$ cat src/hw/rtl/bole_pkg.sv
// Shared constants, status and command codes, and the result record of the list engine.
package bole_pkg;

  localparam int CAPACITY = 32;
  localparam int IDX_W    = $clog2(CAPACITY);
  localparam int CNT_W    = $clog2(CAPACITY + 1);

  localparam int CMD_W    = 3;
  localparam int VAL_W    = 32;
  localparam int POS_W    = 6;
  localparam int STAT_W   = 3;
  // common width for comparing the position field against the count
  localparam int CMP_W    = (CNT_W > POS_W) ? CNT_W : POS_W;

  localparam logic [CMD_W-1:0] CMD_CREATE = 3'd0;
  localparam logic [CMD_W-1:0] CMD_APPEND = 3'd1;
  localparam logic [CMD_W-1:0] CMD_INSERT = 3'd2;
  localparam logic [CMD_W-1:0] CMD_DELETE = 3'd3;
  localparam logic [CMD_W-1:0] CMD_SEARCH = 3'd4;
  localparam logic [CMD_W-1:0] CMD_MIDDLE = 3'd5;

  localparam logic [STAT_W-1:0] ST_OK       = 3'd0;
  localparam logic [STAT_W-1:0] ST_EMPTY    = 3'd1;
  localparam logic [STAT_W-1:0] ST_FULL     = 3'd2;
  localparam logic [STAT_W-1:0] ST_BADPOS   = 3'd3;
  localparam logic [STAT_W-1:0] ST_NOTFOUND = 3'd4;

  typedef struct packed {
    logic [STAT_W-1:0]       status;
    logic signed [VAL_W-1:0] found_value;
    logic [POS_W-1:0]        found_position;
  } res_t;

endpackage

$ cat src/hw/rtl/bounded_ordered_list_engine_top.sv
// Top level of the ordered list engine: sequencer plus result output register.
//
//   channel  direction  handshake           payload
//   in_      input      in_valid/in_stall   in_cmd, in_item_value, in_slot_position
//   out_     output     out_valid/out_stall out_status, out_found_value,
//                                           out_found_position
//
// One item at a time: no new command is taken until the last result has passed to the
// output register. Insert and delete away from the tail shift the list, and search scans
// it, with one RAM access per cycle; middle reads a single entry.
// Reset clears the element count; the list RAM is not cleared.
// A result waits in the output register under out_stall; the sequencer holds
// its next result until that register frees.
module bounded_ordered_list_engine_top (
  input  logic                              clk,
  input  logic                              rst_n,
  input  logic                              in_valid,
  output logic                              in_stall,
  input  logic [bole_pkg::CMD_W-1:0]        in_cmd,
  input  logic signed [bole_pkg::VAL_W-1:0] in_item_value,
  input  logic [bole_pkg::POS_W-1:0]        in_slot_position,
  output logic                              out_valid,
  input  logic                              out_stall,
  output logic [bole_pkg::STAT_W-1:0]       out_status,
  output logic signed [bole_pkg::VAL_W-1:0] out_found_value,
  output logic [bole_pkg::POS_W-1:0]        out_found_position
);
  import bole_pkg::*;

  logic res_valid, res_ready;
  res_t res;
  logic out_valid_r, out_valid_nxt;
  res_t out_r;

  bole_ctrl u_ctrl (
    .clk              (clk),
    .rst_n            (rst_n),
    .in_valid         (in_valid),
    .in_stall         (in_stall),
    .in_cmd           (in_cmd),
    .in_item_value    (in_item_value),
    .in_slot_position (in_slot_position),
    .res_valid        (res_valid),
    .res              (res),
    .res_ready        (res_ready)
  );

  assign res_ready = !out_valid_r || !out_stall;

  always_comb begin
    out_valid_nxt = out_valid_r;
    if (res_valid && res_ready) begin
      out_valid_nxt = 1'b1;
    end else if (out_valid_r && !out_stall) begin
      out_valid_nxt = 1'b0;
    end
  end

  always_ff @(posedge clk) begin
    if (!rst_n) begin
      out_valid_r <= 1'b0;
    end else begin
      out_valid_r <= out_valid_nxt;
    end
  end

  always_ff @(posedge clk) begin
    if (res_valid && res_ready) begin
      out_r <= res;
    end
  end

  assign out_valid          = out_valid_r;
  assign out_status         = out_r.status;
  assign out_found_value    = out_r.found_value;
  assign out_found_position = out_r.found_position;

endmodule

$ cat src/hw/rtl/bole_ram.sv
// Simple dual-port synchronous RAM, one write and one registered read per cycle.
module bole_ram #(
  parameter int DEPTH = 32,
  parameter int WIDTH = 32
) (
  input  logic                     clk,
  input  logic                     we,
  input  logic [$clog2(DEPTH)-1:0] waddr,
  input  logic [WIDTH-1:0]         wdata,
  input  logic [$clog2(DEPTH)-1:0] raddr,
  output logic [WIDTH-1:0]         rdata
);

  logic [WIDTH-1:0] mem [DEPTH];

  always_ff @(posedge clk) begin
    if (we) begin
      mem[waddr] <= wdata;
    end
  end

  always_ff @(posedge clk) begin
    rdata <= mem[raddr];
  end

endmodule

$ cat src/hw/rtl/bole_ctrl.sv
// Command sequencer: decodes an item, walks or shifts the list RAM, forms the result.
module bole_ctrl (
  input  logic                        clk,
  input  logic                        rst_n,
  input  logic                        in_valid,
  output logic                        in_stall,
  input  logic [bole_pkg::CMD_W-1:0]  in_cmd,
  input  logic signed [bole_pkg::VAL_W-1:0] in_item_value,
  input  logic [bole_pkg::POS_W-1:0]  in_slot_position,
  output logic                        res_valid,
  output bole_pkg::res_t              res,
  input  logic                        res_ready
);
  import bole_pkg::*;

  typedef enum logic [5:0] {
    S_IDLE  = 6'b000001,
    S_SHIFT = 6'b000010,
    S_FILL  = 6'b000100,
    S_SCAN  = 6'b001000,
    S_MID   = 6'b010000,
    S_DONE  = 6'b100000
  } state_t;

  state_t           state_r, state_nxt;
  logic [IDX_W-1:0] idx_r, idx_nxt;
  logic [IDX_W-1:0] pos0_r, pos0_nxt;
  logic             ins_r, ins_nxt;
  logic [CNT_W-1:0] count_r, count_nxt;
  logic [VAL_W-1:0] val_r, val_nxt;
  res_t             res_r, res_nxt;

  logic             we;
  logic [IDX_W-1:0] waddr, raddr;
  logic [VAL_W-1:0] wdata, rdata;

  logic [CMP_W-1:0] pos_w, cnt_w;
  logic             full, empty;

  bole_ram #(.DEPTH(CAPACITY), .WIDTH(VAL_W)) u_ram (
    .clk   (clk),
    .we    (we),
    .waddr (waddr),
    .wdata (wdata),
    .raddr (raddr),
    .rdata (rdata)
  );

  assign pos_w = CMP_W'(in_slot_position);
  assign cnt_w = CMP_W'(count_r);
  assign full  = (count_r == CNT_W'(CAPACITY));
  assign empty = (count_r == '0);

  assign in_stall  = (state_r != S_IDLE);
  assign res_valid = (state_r == S_DONE);
  assign res       = res_r;

  always_comb begin
    state_nxt = state_r;
    idx_nxt   = idx_r;
    pos0_nxt  = pos0_r;
    ins_nxt   = ins_r;
    count_nxt = count_r;
    val_nxt   = val_r;
    res_nxt   = res_r;
    we        = 1'b0;
    waddr     = idx_r;
    wdata     = rdata;
    raddr     = idx_r;

    case (state_r)
      S_IDLE: begin
        if (in_valid) begin
          val_nxt   = in_item_value;
          res_nxt   = '{status: ST_OK, found_value: '0, found_position: '0};
          state_nxt = S_DONE;
          case (in_cmd)
            CMD_CREATE: begin
              we        = 1'b1;
              waddr     = '0;
              wdata     = in_item_value;
              count_nxt = CNT_W'(1);
            end
            CMD_APPEND: begin
              if (full) begin
                res_nxt.status = ST_FULL;
              end else begin
                we        = 1'b1;
                waddr     = IDX_W'(count_r);
                wdata     = in_item_value;
                count_nxt = count_r + CNT_W'(1);
              end
            end
            CMD_INSERT: begin
              if (full) begin
                res_nxt.status = ST_FULL;
              end else if (pos_w == '0 || pos_w > cnt_w + CMP_W'(1)) begin
                res_nxt.status = ST_BADPOS;
              end else if (pos_w == cnt_w + CMP_W'(1)) begin
                // insert just past the tail: nothing to move
                we        = 1'b1;
                waddr     = IDX_W'(pos_w - CMP_W'(1));
                wdata     = in_item_value;
                count_nxt = count_r + CNT_W'(1);
              end else begin
                raddr     = IDX_W'(count_r - CNT_W'(1));
                idx_nxt   = IDX_W'(count_r);
                pos0_nxt  = IDX_W'(pos_w - CMP_W'(1));
                ins_nxt   = 1'b1;
                state_nxt = S_SHIFT;
              end
            end
            CMD_DELETE: begin
              if (empty) begin
                res_nxt.status = ST_EMPTY;
              end else if (pos_w == '0 || pos_w > cnt_w) begin
                res_nxt.status = ST_BADPOS;
              end else if (pos_w == cnt_w) begin
                count_nxt = count_r - CNT_W'(1);
              end else begin
                raddr     = IDX_W'(pos_w);
                idx_nxt   = IDX_W'(pos_w - CMP_W'(1));
                ins_nxt   = 1'b0;
                state_nxt = S_SHIFT;
              end
            end
            CMD_SEARCH: begin
              if (empty) begin
                res_nxt.status = ST_EMPTY;
              end else begin
                raddr     = '0;
                idx_nxt   = '0;
                state_nxt = S_SCAN;
              end
            end
            CMD_MIDDLE: begin
              if (empty) begin
                res_nxt.status = ST_EMPTY;
              end else begin
                raddr     = IDX_W'(count_r >> 1);
                state_nxt = S_MID;
              end
            end
            default: ;
          endcase
        end
      end
      S_SHIFT: begin
        // read data is the neighbour fetched last cycle; store it one place over
        we    = 1'b1;
        waddr = idx_r;
        wdata = rdata;
        if (ins_r) begin
          if (CNT_W'(idx_r) == CNT_W'(pos0_r) + CNT_W'(1)) begin
            state_nxt = S_FILL;
          end else begin
            idx_nxt = idx_r - IDX_W'(1);
            raddr   = IDX_W'(CNT_W'(idx_r) - CNT_W'(2));
          end
        end else begin
          if (CNT_W'(idx_r) + CNT_W'(2) == count_r) begin
            count_nxt = count_r - CNT_W'(1);
            state_nxt = S_DONE;
          end else begin
            idx_nxt = idx_r + IDX_W'(1);
            raddr   = IDX_W'(CNT_W'(idx_r) + CNT_W'(2));
          end
        end
      end
      S_FILL: begin
        we        = 1'b1;
        waddr     = pos0_r;
        wdata     = val_r;
        count_nxt = count_r + CNT_W'(1);
        state_nxt = S_DONE;
      end
      S_SCAN: begin
        if (rdata == val_r) begin
          res_nxt.found_position = POS_W'({1'b0, idx_r} + (IDX_W+1)'(1));
          state_nxt              = S_DONE;
        end else if (CNT_W'(idx_r) + CNT_W'(1) == count_r) begin
          res_nxt.status = ST_NOTFOUND;
          state_nxt      = S_DONE;
        end else begin
          idx_nxt = idx_r + IDX_W'(1);
          raddr   = idx_r + IDX_W'(1);
        end
      end
      S_MID: begin
        res_nxt.found_value = rdata;
        state_nxt           = S_DONE;
      end
      S_DONE: begin
        if (res_ready) begin
          state_nxt = S_IDLE;
        end
      end
      default: begin
        state_nxt = S_IDLE;
      end
    endcase
  end

  always_ff @(posedge clk) begin
    if (!rst_n) begin
      state_r <= S_IDLE;
      count_r <= '0;
    end else begin
      state_r <= state_nxt;
      count_r <= count_nxt;
    end
  end

  always_ff @(posedge clk) begin
    idx_r  <= idx_nxt;
    pos0_r <= pos0_nxt;
    ins_r  <= ins_nxt;
    val_r  <= val_nxt;
    res_r  <= res_nxt;
  end

endmodule

$ cat config.mk
export PLATFORM = sky130hd
export DESIGN_NAME = bounded_ordered_list_engine_top
export DESIGN_NICKNAME = d
export VERILOG_FILES = /design/src/hw/rtl/bole_pkg.sv /design/src/hw/rtl/bounded_ordered_list_engine_top.sv /design/src/hw/rtl/bole_ram.sv /design/src/hw/rtl/bole_ctrl.sv
export SDC_FILE = /design/constraint.sdc
export NUM_CORES = 2
export LEC_CHECK = 0
export ABC_AREA = 1
export BUFFER_PORTS_ARGS = -buffer_cell sky130_fd_sc_hd__buf_2
export CORE_AREA = 3 3 375 377
export CTS_BUF_LIST = sky130_fd_sc_hd__clkbuf_4 sky130_fd_sc_hd__clkbuf_8
export CTS_CLUSTER_DIAMETER = 150
export DETAILED_ROUTE_END_ITERATION = 10
export DIE_AREA = 0 0 378 380
export PLACE_DENSITY = 0.51
export SYNTH_ARGS = -nofsm -noshare
export SYNTH_HDL_FRONTEND = slang
export SYNTH_SLANG_ARGS = --single-unit
export TNS_END_PERCENT = 50
$ cat constraint.sdc
create_clock -name clk -period 5.2 [get_ports clk]
set_input_delay 0.52 -clock clk [delete_from_list [all_inputs] [get_ports clk]]
set_output_delay 0.52 -clock clk [all_outputs]
set_load 0.005 [all_outputs]
=== Yosys cells after proc, flatten, opt, wreduce, memory -nomap -nowiden ===
Memory sizes are Yosys's and may differ from the RTL's. A register that Yosys moved wholly into a read port is not among the register bits.
Index checks and enable logic that the tools add are counted.

* Register bits after elaboration: 138
* Bits in writable memories: 1024
* Bits of input ports: 45
* Output and inout bits: 43
* Logic and storage cells: 207
* Memories: 1

* Add/sub/neg operators: 9
* Order comparisons: 2
* Eq/ne operators: 48
* Multiplexer cells: 103
* Bitwise logic cells: 3
* Reductions and logical operators: 28

{| class="wikitable"
|+ Memories
! name !! words !! width !! read ports !! clocked after memory_dff !! write ports !! line !! source
|-
| u_ctrl.u_ram.mem || 32 || 32 || 1 || 1 || 1 || bole_ram.sv:14 || <nowiki>logic [WIDTH-1:0] mem [DEPTH];</nowiki>
|}

{| class="wikitable"
|+ Operator list
! cell !! count
|-
| 32-bit two-way mux || 5
|-
| 6-bit two-way mux || 26
|-
| 5-bit two-way mux || 29
|-
| 32-bit case mux with 2 select lines || 2
|-
| 32-bit case mux with 3 select lines || 1
|-
| 5-bit case mux with 3 select lines || 4
|-
| 6-bit case mux with 4 select lines || 2
|-
| 41-bit two-way mux || 1
|-
| 32-bit == test || 1
|-
| 6-bit case mux with 5 select lines || 1
|-
| 3-bit inequality test, second input constant || 9
|-
| 6-bit == test || 4
|-
| 5-bit case mux with 4 select lines || 1
|-
| 2-bit inequality test, second input constant || 9
|-
| 6-bit case mux with 3 select lines || 1
|-
| 1-bit two-way mux || 16
|-
| 5-bit by 1-bit adder with 6-bit output, second input constant || 2
|-
| 6-bit == test, second input constant || 2
|-
| 6-bit greater-than comparator || 2
|-
| 6-bit logical NOT || 2
|-
| 3-bit two-way mux || 4
|-
| 3-bit case mux with 4 select lines || 1
|-
| 6-bit case mux with 2 select lines || 1
|-
| 12-bit AND reduction || 1
|-
| 41 further kinds || 66
|}

=== Depth between registers and ports, before layout ===
* Word-level depth: 10
* Mapped depth: 29
* Gate-level depth less buffers: 25

=== Modules after synthesis ===
A second synthesis with hierarchy kept.

* Cell total of the unflattened synthesis: 4574
* Area, all modules: 51055.2 um^2

{| class="wikitable"
|+ By module, submodules not included
! module !! instances !! cells an instance !! area each (um^2) !! seq. area each (um^2)
|-
| bole_ram || 1 || 3536 || 42405.7 || 31390.1
|-
| bole_ctrl || 1 || 991 || 7370.8 || 2762.6
|-
| bounded_ordered_list_engine_top || 1 || 47 || 1278.7 || 1251.2
|}

=== Worst setup path before layout ===
No wires, ideal clock.

* Path kind: register -> register
* Start: reg u_ctrl.count_r[2] (netlist: u_ctrl.cnt_w[2])
* End: mem u_ctrl.u_ram.mem[0][0], enable pin
* Library setup time: 421 ps
* Arrival time: 4071 ps
* Data required time: 4779 ps
* Slack: 708 ps
* Stages on the path, launching flop included: 20
* Path buffers: 1
* Period minus slack after synthesis: 4492 ps
* Cell sequence: dfxtp_1 buf_2 nand3_1 nor3_1 xor2_1 ha_1 nand2_1 nor2_1 nand2_1 inv_1 nand3_1 nand2_1 inv_1 nor2_2 inv_1 a21oi_1 o221ai_1 nor2_1 nand2_1 nor2_1

* Cells in the longest elaborated chain, start to end: 10

{| class="wikitable"
|+ RTL lines
! item !! line !! source
|-
| from (decl) || bole_ctrl.sv:29 || <nowiki>logic [CNT_W-1:0] count_r, count_nxt;</nowiki>
|-
| from (signal assigned) || bole_ctrl.sv:210 || <nowiki>count_r <= count_nxt;</nowiki>
|-
| 6-bit by 1-bit adder with 6-bit output || bole_ctrl.sv:97, bole_ctrl.sv:99 ||
|-
| 6-bit greater-than comparator or 6-bit == test (tied branches) || bole_ctrl.sv:97, bole_ctrl.sv:99 ||
|-
| 1-bit logical OR or 1-bit two-way mux (tied branches) || bole_ctrl.sv:97, bole_ctrl.sv:99 ||
|-
| 1-bit two-way mux || bole_ctrl.sv:97 || <nowiki>end else if (pos_w == '0 || pos_w > cnt_w + CMP_W'(1)) begin</nowiki>
|-
| 1-bit two-way mux || bole_ctrl.sv:95 || <nowiki>if (full) begin</nowiki>
|-
| 1-bit case mux with 3 select lines || bole_ctrl.sv:77 || <nowiki>case (in_cmd)</nowiki>
|-
| 1-bit two-way mux || bole_ctrl.sv:73 || <nowiki>if (in_valid) begin</nowiki>
|-
| 1-bit case mux with 2 select lines || bole_ctrl.sv:71 || <nowiki>case (state_r)</nowiki>
|-
| 1-bit two-way mux || bole_ram.sv:17 || <nowiki>if (we) begin</nowiki>
|-
| 1-bit two-way mux (implied by the code) || bole_ram.sv:18 || <nowiki>mem[waddr] <= wdata;</nowiki>
|-
| to (decl) || bole_ram.sv:14 ||
|}

Parallel ways exist; a longest one is shown, timed or not.

=== Worst setup path after layout ===
* Start: reg u_ctrl.count_r[3] (netlist: u_ctrl.cnt_w[3])
* End: mem u_ctrl.u_ram.mem[17][23], enable pin

The elaborated chain is that of the path after synthesis.

==> results.toml <==
[setup_path]
required_ns = 5.79
critPathSlowestCell = "dfxtp_1"
crit_path_end_kind = "flop"
cp_slowest_stage_delay_ns = 0.49
worstPathMaxFanout = 25
path_common_cell = "nand2_1"
worstPathCellList = "inv_2 > nor3_1 > xor2_1 > ha_1 > nand2_1 > nor2_1 > nand2_1 > inv_1 > nand3_1 > nand2_1 > inv_1 > nor2_4 > inv_1 > a21oi_1 > o221ai_1 > nor2_1 > nand2_1 > buf_4 > nor2_4 > buf_12"
path_class = "reg2reg"
start_kind = "flop"
crit_arrival_ns = 5.08

[synth]
syn_inst = 4703
async_flop_share = 0
synth_edf_count = 1149
dominantRegCellSynth = "edfxtp_1"
synth_top_area_frac = 0.662
ys_warn_count = 0
synth_area_sq_mm = 0.0521
synth_area_leaders = "edfxtp_1 66%, nand3_1 12%, nand2_1 8.2%"
syn_nets = 4770
synth_cell_types = 49
seq_area_frac_synth = 0.679
avgSynthCellArea_sq_um = 11.1
yosysTopAreaCell = "edfxtp_1"
synth-seq-cells = 1194

[sta]
rsz0062_at_grt = "no"
max_freq_mhz = 223
final_hold_viol_count = 0
fin_setup_tns_ns = 0
tightest_slew_ns = 0.924
final.setup_skew_ns = 0.0624
relSlewSlack = 0.382
fin_crit_ns = 4.49
slew_violations = 0
finalSetupViolations = 0
finalCritPeriodShare = 0.863

[cells_and_area]
areaGrowthSynthToFinish_pct = 15.6
regArea_sq_mm = 0.0354
multi_input_area_sq_mm = 0.0144
fillers = 12900
fin_nets = 4993
stdcell_area_sq_mm = 0.0603
drive_gt1_frac = 0.141

[placement]
io_buffers = 87
post-dp-hpwl_mm = 98.4
routabilityCongestion = 0.884
dpl_cell_area_sq_mm = 0.0557

[cts]
root_buffer = "clkbuf_8"
h-tree-depth = 4
cts.clk_slew.worst_paths_ns = 0.07
cts.path.max_buffers = 3
cts_tree = "yes"
cts_sinks = 1194
cts-resized-gates = 0
clk-insertion-delay-late_ns = 0.96
numCtsBuffers = 203

[floorplanning]
io_pins = 88
initial_core_util = 0.379
core.rowCount = 136
die_w_microns = 378
die_area_sq_mm = 0.144
dieHeight_microns = 380
coreArea_sq_mm = 0.137

[flow_run]
drv_cap = 0

[detailed_routing]
wl_per_cell_microns = 24.8
ant_nets = 0
drc = 0
routed_wirelength_mm = 171
vias = 37500
drtIter0Drc = 4193
dr.pass1.iters = 7
via_per_inst = 5.44

[grt]
grt_max_degree = 113
grtUsageTotal = 0.235
grt_pass1_vias = 36000
grt_pass1_wl_mm = 249
grt-ovfl-total = 0
antenna_found_initial = 2

[hold_path]
hp-class = "in2reg"

[outcome]
status = "complete, no violations"
final cells by class:
cell class	count	share of cell area
sequential	1194	0.587
multi-input combinational	2944	0.240
clock buffer	308	0.0623
timing repair buffer	325	0.0496
tap	1794	0.0372
inverter	258	0.0162
clock inverter	67	0.00768
antenna	1	0.0000415
synthesized netlist by cell type, types with 3 or more instances:
library cell,count
nand3_1,1259
edfxtp_1,1149
nand2_1,1144
inv_1,242
nor2_1,147
buf_2,139
nand3b_1,105
clkbuf_1,98
o21ai_0,60
dfxtp_1,45
a21oi_1,43
buf_6,38
buf_4,22
ha_1,22
xnor2_1,22
o221ai_1,20
o211ai_1,19
xor2_1,18
inv_2,13
a32oi_1,11
nand4_1,11
nor3_1,8
buf_1,7
nor2_2,7
o22ai_1,7
a31oi_1,5
nor4_1,4
o21ai_1,4
a221oi_1,3
a22oi_1,3
nand3_2,3
logic make-up after synthesis:
group                      Yosys count  share of synthesized area
buffers and inverters              565                     0.0519
DFF                               1194                      0.679
AOI/OAI and AO/OA                  186                     0.0224
adders and majority gates           22                    0.00528
xor gates and xnor gates            40                    0.00672
and+or+nand+nor                   2696                      0.235
worst max-delay path: cells and delay by family, from the launching register on:
| family | cells | cell delay (ns) |
|---|---|---|
| flip-flops | 1 | 0.49 |
| XOR/XNOR | 1 | 0.12 |
| AO/OA/AOI/OAI | 2 | 0.33 |
| buffers and inverters | 6 | 1.08 |
| adder cells (fa/ha/maj) | 1 | 0.31 |
| AND/OR/NAND/NOR | 10 | 1.77 |
flip-flops by register name, summed over array words and instances, names as in the netlist, 3 cells and up:
| register | cells |
|---|---|
| u_ctrl.val_r | 32 |
| out_found_value | 32 |
| u_ctrl.cnt_w | 6 |
| u_ctrl.pos0_r | 5 |
| out_status | 3 |
| u_ctrl.res | 41 |
| u_ctrl.u_ram.mem | 1024 |
| u_ctrl.u_ram.rdata | 32 |
| u_ctrl.state_r | 6 |
| u_ctrl.idx_r | 5 |
| out_found_position | 6 |
layer usage:
metal	GRT usage	up-vias	part of all wire
li1	-	17100	-
met1	0.332	18600	0.44
met2	0.368	1514	0.46
met3	0.0434	269	0.076
met4	0.0689	0	0.025
met5	0	-	0
path summary, 6_finish.rpt:
check                               startpoint                            endpoint  slack [ns]  cells past startpoint
setup / recovery  u_ctrl.cnt_w[3]$_SDFFE_PN0P_  u_ctrl.u_ram.mem[17][23]$_DFFE_PP_        0.71                     20
setup reg to reg  u_ctrl.cnt_w[3]$_SDFFE_PN0P_  u_ctrl.u_ram.mem[17][23]$_DFFE_PP_        0.71                     20
hold reg to reg    u_ctrl.res[4]$_SDFFCE_PP0P_     out_found_position[4]$_DFFE_PP_        0.41                      0
hold / removal             in_slot_position[3]          u_ctrl.pos0_r[3]$_DFFE_PP_        0.13                      2
layout by cell type (no fill, tap or decap), types with 33 or more instances in the layout:
cell	count
nand3_1	1258
dlygate4sd3_1	36
edfxtp_1	1149
o21ai_0	58
nand2_1	1143
clkinv_1	33
inv_1	242
nor2_1	114
buf_4	148
nand3b_1	105
clkbuf_4	77
a21oi_1	42
buf_12	54
dfxtp_1	45
buf_2	87
nor2_4	35
clkbuf_8	231
repair_timing:
action / CTS / global route
hold buffers: 36 / 0
setup buffers: 0 / 2
endpoints found under the setup margin: 0 / 5
hold endpoints to repair: 46 / 0
per-stage QoR:
stage	std cells	utilization	setup slack, ns	hold slack (ns)
after floorplan	4703	-	0.708	0.400
after global placement	6477	0.405	0.287	0.401
after detailed placement	6477	0.405	0.386	0.405
after CTS	6888	0.438	0.304	0.00117
after global routing	6891	0.438	0.327	0.0735
final	6891	0.438	0.712	0.126
Power is left out: the tool's default activity adds up to more than one toggle a clock period on the data nets, which glitch-free logic cannot reach.
